--- src/sv/udrb_pkg.sv ---
// Shared constants, codes and types of the UART dual ring buffer.
package udrb_pkg;

  localparam int RING_DEPTH = 8;
  localparam int PTR_W      = $clog2(RING_DEPTH);
  localparam int FILL_W     = $clog2(RING_DEPTH + 1);
  localparam int BYTE_W     = 8;
  localparam int MODE_W     = 3;
  localparam int LEVEL_W    = 4;
  localparam int IN_DATA_W  = 16;
  localparam int OUT_DATA_W = 24;

  typedef enum logic [MODE_W-1:0] {
    MODE_TX_PUSH  = 3'd0,
    MODE_TX_TAKE  = 3'd1,
    MODE_RX_BYTE  = 3'd2,
    MODE_RX_POP   = 3'd3,
    MODE_RX_FLUSH = 3'd4,
    MODE_TX_FLUSH = 3'd5
  } mode_t;

  // Command to one ring for the current request.
  typedef struct packed {
    logic push;
    logic pop;
    logic flush;
  } ring_cmd_t;

  // Status of one ring, taken from its registers.
  typedef struct packed {
    logic [FILL_W-1:0] fill;
    logic [BYTE_W-1:0] rd_byte;
    logic              full;
    logic              empty;
  } ring_stat_t;

  // One result request.
  typedef struct packed {
    logic [LEVEL_W-1:0] rx_level;
    logic [LEVEL_W-1:0] tx_level;
    logic               tx_irq_on;
    logic               rx_overwrote;
    logic [BYTE_W-1:0]  out_byte;
    logic               accepted;
  } result_t;

endpackage

--- src/sv/udrb_ring.sv ---
// One byte ring: storage, read and write positions and fill count.
module udrb_ring (
  input  logic                          clk,
  input  logic                          rst_n,
  input  udrb_pkg::ring_cmd_t           cmd,
  input  logic [udrb_pkg::BYTE_W-1:0]   wr_byte,
  output udrb_pkg::ring_stat_t          stat,
  output logic [udrb_pkg::FILL_W-1:0]   fill_nxt
);

  logic [udrb_pkg::BYTE_W-1:0] store_r [udrb_pkg::RING_DEPTH];
  logic [udrb_pkg::PTR_W-1:0]  rd_ptr_r, rd_ptr_nxt;
  logic [udrb_pkg::PTR_W-1:0]  wr_ptr_r, wr_ptr_nxt;
  logic [udrb_pkg::FILL_W-1:0] fill_r;

  function automatic logic [udrb_pkg::PTR_W-1:0] next_pos(
    input logic [udrb_pkg::PTR_W-1:0] p
  );
    if (p == udrb_pkg::PTR_W'(udrb_pkg::RING_DEPTH - 1)) begin
      return '0;
    end
    return p + udrb_pkg::PTR_W'(1);
  endfunction

  always_comb begin
    rd_ptr_nxt = rd_ptr_r;
    wr_ptr_nxt = wr_ptr_r;
    fill_nxt   = fill_r;
    if (cmd.flush) begin
      rd_ptr_nxt = '0;
      wr_ptr_nxt = '0;
      fill_nxt   = '0;
    end else begin
      if (cmd.push) begin
        wr_ptr_nxt = next_pos(wr_ptr_r);
      end
      if (cmd.pop) begin
        rd_ptr_nxt = next_pos(rd_ptr_r);
      end
      // push and pop together (overwrite when full) leave the count alone
      if (cmd.push && !cmd.pop) begin
        fill_nxt = fill_r + udrb_pkg::FILL_W'(1);
      end else if (cmd.pop && !cmd.push) begin
        fill_nxt = fill_r - udrb_pkg::FILL_W'(1);
      end
    end
  end

  always_ff @(posedge clk) begin
    if (!rst_n) begin
      rd_ptr_r <= '0;
      wr_ptr_r <= '0;
      fill_r   <= '0;
    end else begin
      rd_ptr_r <= rd_ptr_nxt;
      wr_ptr_r <= wr_ptr_nxt;
      fill_r   <= fill_nxt;
    end
  end

  always_ff @(posedge clk) begin
    if (cmd.push && !cmd.flush) begin
      store_r[wr_ptr_r] <= wr_byte;
    end
  end

  assign stat.fill    = fill_r;
  assign stat.rd_byte = store_r[rd_ptr_r];
  assign stat.full    = (fill_r == udrb_pkg::FILL_W'(udrb_pkg::RING_DEPTH));
  assign stat.empty   = (fill_r == '0);

endmodule

--- src/sv/udrb_exec.sv ---
// Operation decode: ring commands, interrupt enable update and result fields.
module udrb_exec (
  input  logic                          go,
  input  logic [udrb_pkg::MODE_W-1:0]   mode,
  input  udrb_pkg::ring_stat_t          tx_stat,
  input  udrb_pkg::ring_stat_t          rx_stat,
  input  logic [udrb_pkg::FILL_W-1:0]   tx_fill_nxt,
  input  logic [udrb_pkg::FILL_W-1:0]   rx_fill_nxt,
  input  logic                          irq_r,
  output udrb_pkg::ring_cmd_t           tx_cmd,
  output udrb_pkg::ring_cmd_t           rx_cmd,
  output logic                          irq_nxt,
  output udrb_pkg::result_t             res
);

  logic host_pop;

  always_comb begin
    tx_cmd   = '0;
    rx_cmd   = '0;
    host_pop = 1'b0;
    irq_nxt  = irq_r;
    res      = '0;
    if (go) begin
      case (mode)
        udrb_pkg::MODE_TX_PUSH: begin
          tx_cmd.push = !tx_stat.full;
          if (!tx_stat.full) begin
            irq_nxt = 1'b1;
          end
        end
        udrb_pkg::MODE_TX_TAKE: begin
          tx_cmd.pop = !tx_stat.empty;
          // enable drops once the ring is empty after the take
          if (tx_stat.empty || tx_stat.fill == udrb_pkg::FILL_W'(1)) begin
            irq_nxt = 1'b0;
          end
        end
        udrb_pkg::MODE_RX_BYTE: begin
          rx_cmd.push      = 1'b1;
          rx_cmd.pop       = rx_stat.full;
          res.rx_overwrote = rx_stat.full;
        end
        udrb_pkg::MODE_RX_POP: begin
          host_pop   = !rx_stat.empty;
          rx_cmd.pop = !rx_stat.empty;
        end
        udrb_pkg::MODE_RX_FLUSH: rx_cmd.flush = 1'b1;
        udrb_pkg::MODE_TX_FLUSH: tx_cmd.flush = 1'b1;
        default: ;
      endcase
      res.accepted = tx_cmd.push | tx_cmd.pop | host_pop;
      if (tx_cmd.pop) begin
        res.out_byte = tx_stat.rd_byte;
      end else if (host_pop) begin
        res.out_byte = rx_stat.rd_byte;
      end
    end
    res.tx_irq_on = irq_nxt;
    res.tx_level  = udrb_pkg::LEVEL_W'(tx_fill_nxt);
    res.rx_level  = udrb_pkg::LEVEL_W'(rx_fill_nxt);
  end

endmodule

--- src/sv/uart_dual_ring_buffer.sv ---
// Top level: request and result registers around the transmit and receive rings.
// Each request is one operation (host push, UART take, received byte, host pop,
// flush of either ring) and yields exactly one result. A request is latched in
// an input register, executed against the ring state once the result register
// is free or being taken, and written into it, so the block takes one request per
// clock unless the output stalls; ready only drops while the result register
// is full and not being taken. The transmit ring refuses pushes when full; the
// receive ring overwrites its oldest byte when full. Rings are 8 bytes deep.
module uart_dual_ring_buffer (
  input  logic                              clk,
  input  logic                              rst_n,
  input  logic                              in_tvalid,
  output logic                              in_tready,
  // [2:0] mode, [10:3] data_byte, [15:11] zero
  input  logic [udrb_pkg::IN_DATA_W-1:0]    in_tdata,
  output logic                              out_tvalid,
  input  logic                              out_tready,
  // [0] accepted, [8:1] out_byte, [9] rx_overwrote, [10] tx_irq_on,
  // [14:11] tx_level, [18:15] rx_level, [23:19] zero
  output logic [udrb_pkg::OUT_DATA_W-1:0]   out_tdata
);

  localparam int RES_W = $bits(udrb_pkg::result_t);

  logic                          in_vld_r;
  logic [udrb_pkg::MODE_W-1:0]   mode_r;
  logic [udrb_pkg::BYTE_W-1:0]   byte_r;
  logic                          out_vld_r;
  udrb_pkg::result_t             res_r;
  udrb_pkg::result_t             res_nxt;
  logic                          irq_r, irq_nxt;
  logic                          fire;

  udrb_pkg::ring_cmd_t           tx_cmd, rx_cmd;
  udrb_pkg::ring_stat_t          tx_stat, rx_stat;
  logic [udrb_pkg::FILL_W-1:0]   tx_fill_nxt, rx_fill_nxt;

  assign fire      = in_vld_r && (!out_vld_r || out_tready);
  assign in_tready = !in_vld_r || fire;

  udrb_exec u_exec (
    .go          (fire),
    .mode        (mode_r),
    .tx_stat     (tx_stat),
    .rx_stat     (rx_stat),
    .tx_fill_nxt (tx_fill_nxt),
    .rx_fill_nxt (rx_fill_nxt),
    .irq_r       (irq_r),
    .tx_cmd      (tx_cmd),
    .rx_cmd      (rx_cmd),
    .irq_nxt     (irq_nxt),
    .res         (res_nxt)
  );

  udrb_ring u_tx_ring (
    .clk      (clk),
    .rst_n    (rst_n),
    .cmd      (tx_cmd),
    .wr_byte  (byte_r),
    .stat     (tx_stat),
    .fill_nxt (tx_fill_nxt)
  );

  udrb_ring u_rx_ring (
    .clk      (clk),
    .rst_n    (rst_n),
    .cmd      (rx_cmd),
    .wr_byte  (byte_r),
    .stat     (rx_stat),
    .fill_nxt (rx_fill_nxt)
  );

  always_ff @(posedge clk) begin
    if (!rst_n) begin
      in_vld_r  <= 1'b0;
      out_vld_r <= 1'b0;
      irq_r     <= 1'b0;
    end else begin
      if (in_tready) begin
        in_vld_r <= in_tvalid;
      end
      if (fire) begin
        out_vld_r <= 1'b1;
      end else if (out_tready) begin
        out_vld_r <= 1'b0;
      end
      irq_r <= irq_nxt;
    end
  end

  always_ff @(posedge clk) begin
    if (in_tready && in_tvalid) begin
      mode_r <= in_tdata[udrb_pkg::MODE_W-1:0];
      byte_r <= in_tdata[udrb_pkg::MODE_W +: udrb_pkg::BYTE_W];
    end
    if (fire) begin
      res_r <= res_nxt;
    end
  end

  assign out_tvalid = out_vld_r;
  assign out_tdata  = {(udrb_pkg::OUT_DATA_W - RES_W)'(0), res_r};

endmodule

--- config.mk ---
export PLATFORM = sky130hd
export DESIGN_NAME = uart_dual_ring_buffer
export DESIGN_NICKNAME = d
export VERILOG_FILES = /design/src/sv/udrb_pkg.sv /design/src/sv/udrb_ring.sv /design/src/sv/udrb_exec.sv /design/src/sv/uart_dual_ring_buffer.sv
export SDC_FILE = /design/constraint.sdc
export NUM_CORES = 1
export LEC_CHECK = 0
export BUFFER_PORTS_ARGS = -buffer_cell sky130_fd_sc_hd__buf_2
export CORE_ASPECT_RATIO = 0.75
export CORE_MARGIN = 2
export CORE_UTILIZATION = 35
export DETAILED_ROUTE_END_ITERATION = 7
export SETUP_SLACK_MARGIN = 0.1
export SYNTH_ARGS = -nofsm -noshare
export SYNTH_HDL_FRONTEND = slang
export SYNTH_HIERARCHICAL = 1
export SYNTH_SLANG_ARGS = --single-unit
--- constraint.sdc ---
create_clock -name clk -period 8.5 [get_ports clk]
set_input_delay 1.275 -clock clk [delete_from_list [all_inputs] [get_ports clk]]
set_output_delay 1.275 -clock clk [all_outputs]
set_load 0.005 [all_outputs]
Yosys cells after proc, flatten, opt, wreduce, memory -nomap -nowiden
Memory sizes are Yosys's and may differ from the RTL's. A register that Yosys moved wholly into a read port is not among the register bits. Index checks and enable logic that the tools add are counted.

$add $sub $neg: 8. Multiplexer cells: 54. Reduce and logical (&&, ||, !) cells: 28. Equal/unequal tests: 12. Bitwise logic cells: 3.

Operator list (number): 2-to-1 mux 3 bit (14); 2-to-1 mux 1 bit (30); 2-to-1 mux 4 bit (6); equality test 3 bit, second input constant (6); 2-to-1 mux 8 bit (2); adder 3 x 1 -> 3 bit, second input constant (4); logical NOT 1 bit (11); adder 4 x 1 -> 4 bit, second input constant (2); equality test 4 bit, second input constant (2); logical AND 1 bit (8); logical NOT 4 bit (2); subtractor 4 x 1 -> 4 bit, second input constant (2); equality test 3 x 2 -> 1 bit, second input constant (2); equality test 4 x 1 -> 1 bit, second input constant (1); case mux 1 bit (2 select lines) (2); OR reduction 2 bit (2); equality test 3 x 1 -> 1 bit, second input constant (1); logical NOT 3 bit (1); logical OR 1 bit (3); OR 1 bit (2); nonzero test 2 bit (1); inverter 1 bit (1).

Memories: 2. Memory bits (writable): 128. Register bits: 53. Input port bits: 20.

Memories: u_rx_ring.store_r (depth 8, width 8, read ports 1, clocked after Yosys merged registers in 1, wr ports 1, line udrb_ring.sv:11) `logic [udrb_pkg::BYTE_W-1:0] store_r [udrb_pkg::RING_DEPTH];`; u_tx_ring.store_r (depth 8, width 8, read ports 1, clocked after Yosys merged registers in 1, wr ports 1, line udrb_ring.sv:11).

Longest topological paths before layout
Depth after elaboration: 10. Mapped depth: 10.

Hierarchy
Netlist, hierarchy kept.

By module, submodules not included: udrb_ring at u_rx_ring (sequential area each 2182.1 um^2, cells each 178, area an instance 3196.8 um^2, times used 1); udrb_ring at u_tx_ring (sequential area each 2182.1 um^2, cells each 176, area an instance 3196.8 um^2, times used 1); uart_dual_ring_buffer (sequential area each 960.9 um^2, cells each 47, area an instance 1072.3 um^2, times used 1); udrb_exec (sequential area each 0.0 um^2, cells each 41, area an instance 339.1 um^2, times used 1).

Worst setup path before layout
Ideal clock, no wire load.

Path type: in2reg. Start: input port out_tready. End: memory u_tx_ring/store_r[4][0] (netlist bit) (enable). Path buffers: 1. Setup slack: 3.829 ns. Data required time: 8.115 ns. Arrival: 4.286 ns. Library setup time: 0.385 ns. Cell stages on the path: 8. Path through: nor2b_4 > nor2b_1 > nand2b_1 > nor4_1 > buf_2 > inv_1 > or3_1 > nor3b_1.

RTL lines: start: declaration (line uart_dual_ring_buffer.sv:17) `input logic out_tready,`; end: declaration (line udrb_ring.sv:11).

==> results <==
- The die covers 0.0235 mm^2.
- The routed design has 14800 um of wire.
- The number of antenna violations at the first check in global routing is 0.
- In the final routed layout, each cell accounts on average for 18.9 um.
- Including well taps, the total number of placed cells is 754.
- The tool flagged a number of max-cap violations equal to 0.
- The via count of the first global-routing pass is 3939.
- The final weighted congestion of routability-driven global placement is 0.742.
- The effective utilization at floorplan is 35.5%.
- The proportion of layout cells with a drive suffix above 1 is 21.4%.
- Before CTS, the worst setup slack after placement is 4.25 ns.
- By count the netlist is led by edfxtp_1, nor2_1, mux4_1.
- The post-layout instance area is 0.00878 mm^2.
- The count of nets left with antenna violations after detail routing is 0.
- The count of placed standard cells in the final layout, fillers left out is 785.
- Compared with the post-synthesis result, the final layout area differs by 12.5%.
- The worst-case IR drop observed on VDD is 0.137 mV.
- After layout, the worst setup slack is 4.68 ns.
- Entering global routing, the biggest net connects 24 pins.
- The fraction of registers with async set or reset after synthesis is 0%.
- The die is 133 um tall.
- The net load switching power is 361 uW.
- The final worst clock skew is 0.0151 ns.
- The DRC violation total after the first TritonRoute iteration is 336.
- The total congestion overflow after global routing is 0.
- For this run, the leading register cell type out of synthesis is edfxtp_1.
- The worst-skew pair later-pin latency is 0.42 ns.
- The combinational fraction of design power is 1.7%.
- In this run, flip-flops and latches consume 56.3% of the power.
- The final sum of negative setup slack is 0 ns.
- The number of antenna repair diodes is 0.
- The count of buffers added on input and output ports is 35.
- The post-synthesis cell count is 442.
- Data on the critical path is required at its endpoint by 8.54 ns.
- The time the worst path needs with I/O delays and setup is 3.82 ns.
- The final clock period utilization by the worst path is 44.9%.
- Setup repair after global routing left no endpoint under its margin.
- Summed over all cells, the static leakage comes to 2.98 nW.
- In this run the post-CTS setup repair buffer count came out at 0.
- The number of hold buffers added after cts is 0.
- Yosys instantiated no cell more often than edfxtp_1.
- The max-slew headroom at the worst pin is 22.9%.
- The post-layout net count is 511.
- For this design, the sink count on the clock tree is 187.
- The number of flops mapped to enable cells by yosys is 158.
- The post-synthesis cell area is 0.00780 mm^2.
- Row generation in the floorplan step produced 47 rows.
- After detailed routing, the number of remaining DRC violations is 0.
- The sequential fraction of the synthesis area is 68.2%.
- The number of levels the H-tree was split into is 4.
- Using the TritonRoute via totals, the vias-per-cell ratio works out to 5.07.
- The number of fillers in the final layout is 1963.
- The clock-pin slew on the worst setup and hold paths is 0.07 ns.
- The tree is rooted in a clkbuf_16.
- Summed over all instances, the cell type with the most area after synthesis is edfxtp_1.
- The maximum fanout along the worst path is 23.
- In this run the worst hold path is classified as register to register.
- The final total power is 1.81 mW.
- The number of endpoints failing setup at the final stage is 0.
- The power per standard cell area is 206 mW/mm^2.
- Once placement finished, the instance area stood at 0.00822 mm^2.
- The floorplan step set the die width to 176 um.
- The clock tree from TritonCTS is built.
- The critical path class is input pin to register.
- Data on the critical path arrives at its endpoint at 3.86 ns.
- The transition time at the pin with the least slew margin is 1.15 ns.
- The total core area is 0.0220 mm^2.
- The final-report hold violation count is 0.
- The area fraction of the dominant cell type after synthesis is 60.8%.
- Dividing the synthesized area by the synthesized cell count gives 17.7 um^2.
- The first global-routing pass estimated 22600 um of wire.
- The count of pins over their slew limit is 0.
- Across every metal layer, demand over resource in global routing totals 13.1%.
- The number of instances resized during post-cts repair is 0.
- The maximum buffer depth of the clock tree is 2.
- The number of synthesis warnings is 6.
- The flow ran to the end, and the final reports show no timing, DRC or antenna violations.
- The worst setup path is captured at a register.
- After synthesis, the netlist uses 46 different library cells.
- The internal portion of the total power is 1.45 mW.
- The half-perimeter wire length of the detailed placement result is 9640 um.
- During I/O placement, the number of pins put on the boundary was 46.
- The proportion of total power due to net switching is 20.0%.
- In this run, the clock network consumes 42.0% of the power.
- The startpoint type of the worst setup path is an input pin.
- The upper clock frequency limit is 262 MHz.
- By area the synthesized netlist is led by edfxtp_1, mux4_1, dfxtp_1.
- The routed layout has 3982 vias.
- In this run, synthesis produced a sequential element count of 187.
- The number of iterations in the first detailed-routing pass is 5.
- The CTS buffer count is 17.
-- sequential cells by signal (all words and copies together) (netlist names), named ones only --
register            count
out_tvalid              1
u_rx_ring/rd_ptr_r      3
in_vld_r                1
u_tx_ring/fill_r        4
out_tdata              19
u_rx_ring/fill_r        4
irq_r                   1
u_rx_ring/store_r      64
u_tx_ring/rd_ptr_r      3
mode_r                  3
byte_r                  8
u_tx_ring/store_r      64
u_rx_ring/wr_ptr_r      3
u_tx_ring/wr_ptr_r      3
-- routing by layer --
| layer | vias up | share of wire (%) | global-route usage [%] |
|---|---|---|---|
| li1 | 1793 | - | - |
| met2 | 109 | 45 | 19.9 |
| met1 | 2067 | 50 | 18.9 |
| met4 | 0 | 0.86 | 4.27 |
| met3 | 13 | 4.0 | 2.91 |
| met5 | - | 0 | 0 |
-- stage by stage --
step                      utilization (%)  hold WS, ns
after floorplan                         -        0.457
after global placement               37.4        0.475
after detailed placement             37.4        0.476
after CTS                            39.9        0.480
after global routing                 39.9        0.507
final                                39.9        0.488
-- cell type report --
| type | count | area, um^2 | area share, % |
|---|---|---|---|
| Clock inverter | 11 | 121 | 1.38 |
| Sequential cell | 187 | 5330 | 60.7 |
| Inverter | 13 | 48.8 | 0.556 |
| Clock buffer | 20 | 437 | 4.98 |
| Tap cell | 294 | 368 | 4.19 |
| Timing Repair Buffer | 48 | 273 | 3.11 |
| Multi-Input combinational cell | 212 | 2200 | 25.1 |
-- cells in the final DEF, fill, tap and decap left out, drive strengths merged --
| cell | Yosys | final |
|---|---|---|
| edfxtp | 158 | 158 |
| buf | 28 | 48 |
| nor2 | 35 | 35 |
| mux4 | 32 | 32 |
| dfxtp | 29 | 29 |
| mux2 | 21 | 21 |
| clkbuf | 6 | 20 |
| inv | 13 | 15 |
| nor3b | 12 | 12 |
| ha | 12 | 12 |
| nor3 | 10 | 10 |
| mux2i | 10 | 10 |
| nand2 | 9 | 9 |
| a21oi | 8 | 8 |
| a22o | 8 | 8 |
| nand3b | 8 | 8 |
| nand2b | 7 | 7 |
| conb | 1 | 5 |
| a211oi | 4 | 4 |
| clkinv | 0 | 4 |
| nor2b | 4 | 4 |
| o21a | 3 | 3 |
| clkinvlp | 0 | 3 |
| nor4b | 3 | 3 |
| nor4 | 3 | 3 |
| and3b | 3 | 3 |
| xnor2 | 3 | 3 |
| bufinv | 0 | 2 |
| and4b | 2 | 2 |
| a21boi | 2 | 2 |
| and2 | 1 | 1 |
| nand4bb | 1 | 1 |
| o41ai | 1 | 1 |
| a2111oi | 1 | 1 |
| xor2 | 1 | 1 |
| o21ai | 1 | 1 |
| o211ai | 1 | 1 |
| or3 | 1 | 1 |
-- logic make-up (layout without fill, tap and decap cells) --
| group | after synthesis | after routing | share of synthesized area [%] |
|---|---|---|---|
| buffers and inverters | 47 | 92 | 3.75 |
| AND/OR/NAND/NOR | 99 | 99 | 7.86 |
| AO/OA/AOI/OAI | 29 | 29 | 2.76 |
| multiplexers | 63 | 63 | 15.0 |
| XOR/XNOR | 4 | 4 | 0.449 |
| flip-flops | 187 | 187 | 68.2 |
| adder cells (fa/ha/maj) | 12 | 12 | 1.92 |
| other | 1 | 5 | 0.0480 |
-- worst paths after layout --
check,from,to,slack (ns),cells past startpoint
max,out_tready,u_tx_ring/store_r[6][2],4.68,10
max reg2reg,out_tvalid,u_tx_ring/store_r[6][2],5.21,9
min,u_rx_ring/rd_ptr_r[1],register,0.49,2
min reg2reg,u_rx_ring/rd_ptr_r[1],register,0.49,2
-- critical path, cell delays in order --
cell and delay [ns]:
buf_2 0.11, nor2b_4 0.05, nor2b_2 0.10, buf_4 0.34, nand2b_1 0.17, nor4_1 0.21
buf_4 0.23, inv_1 0.11, or3_1 0.47, nor2_1 0.78
-- power groups by stage --
stage                     combinational (mW)  clock [mW]  sequential, mW
after CTS                             0.0315       0.776            1.02
after global placement                0.0303           0            1.04
after global routing                  0.0346       0.815            1.02
after floorplan                       0.0216           0            1.03
final                                 0.0311       0.760            1.02
after detailed placement              0.0314           0            1.04
Note: power is estimated with default switching activity, not from simulation.
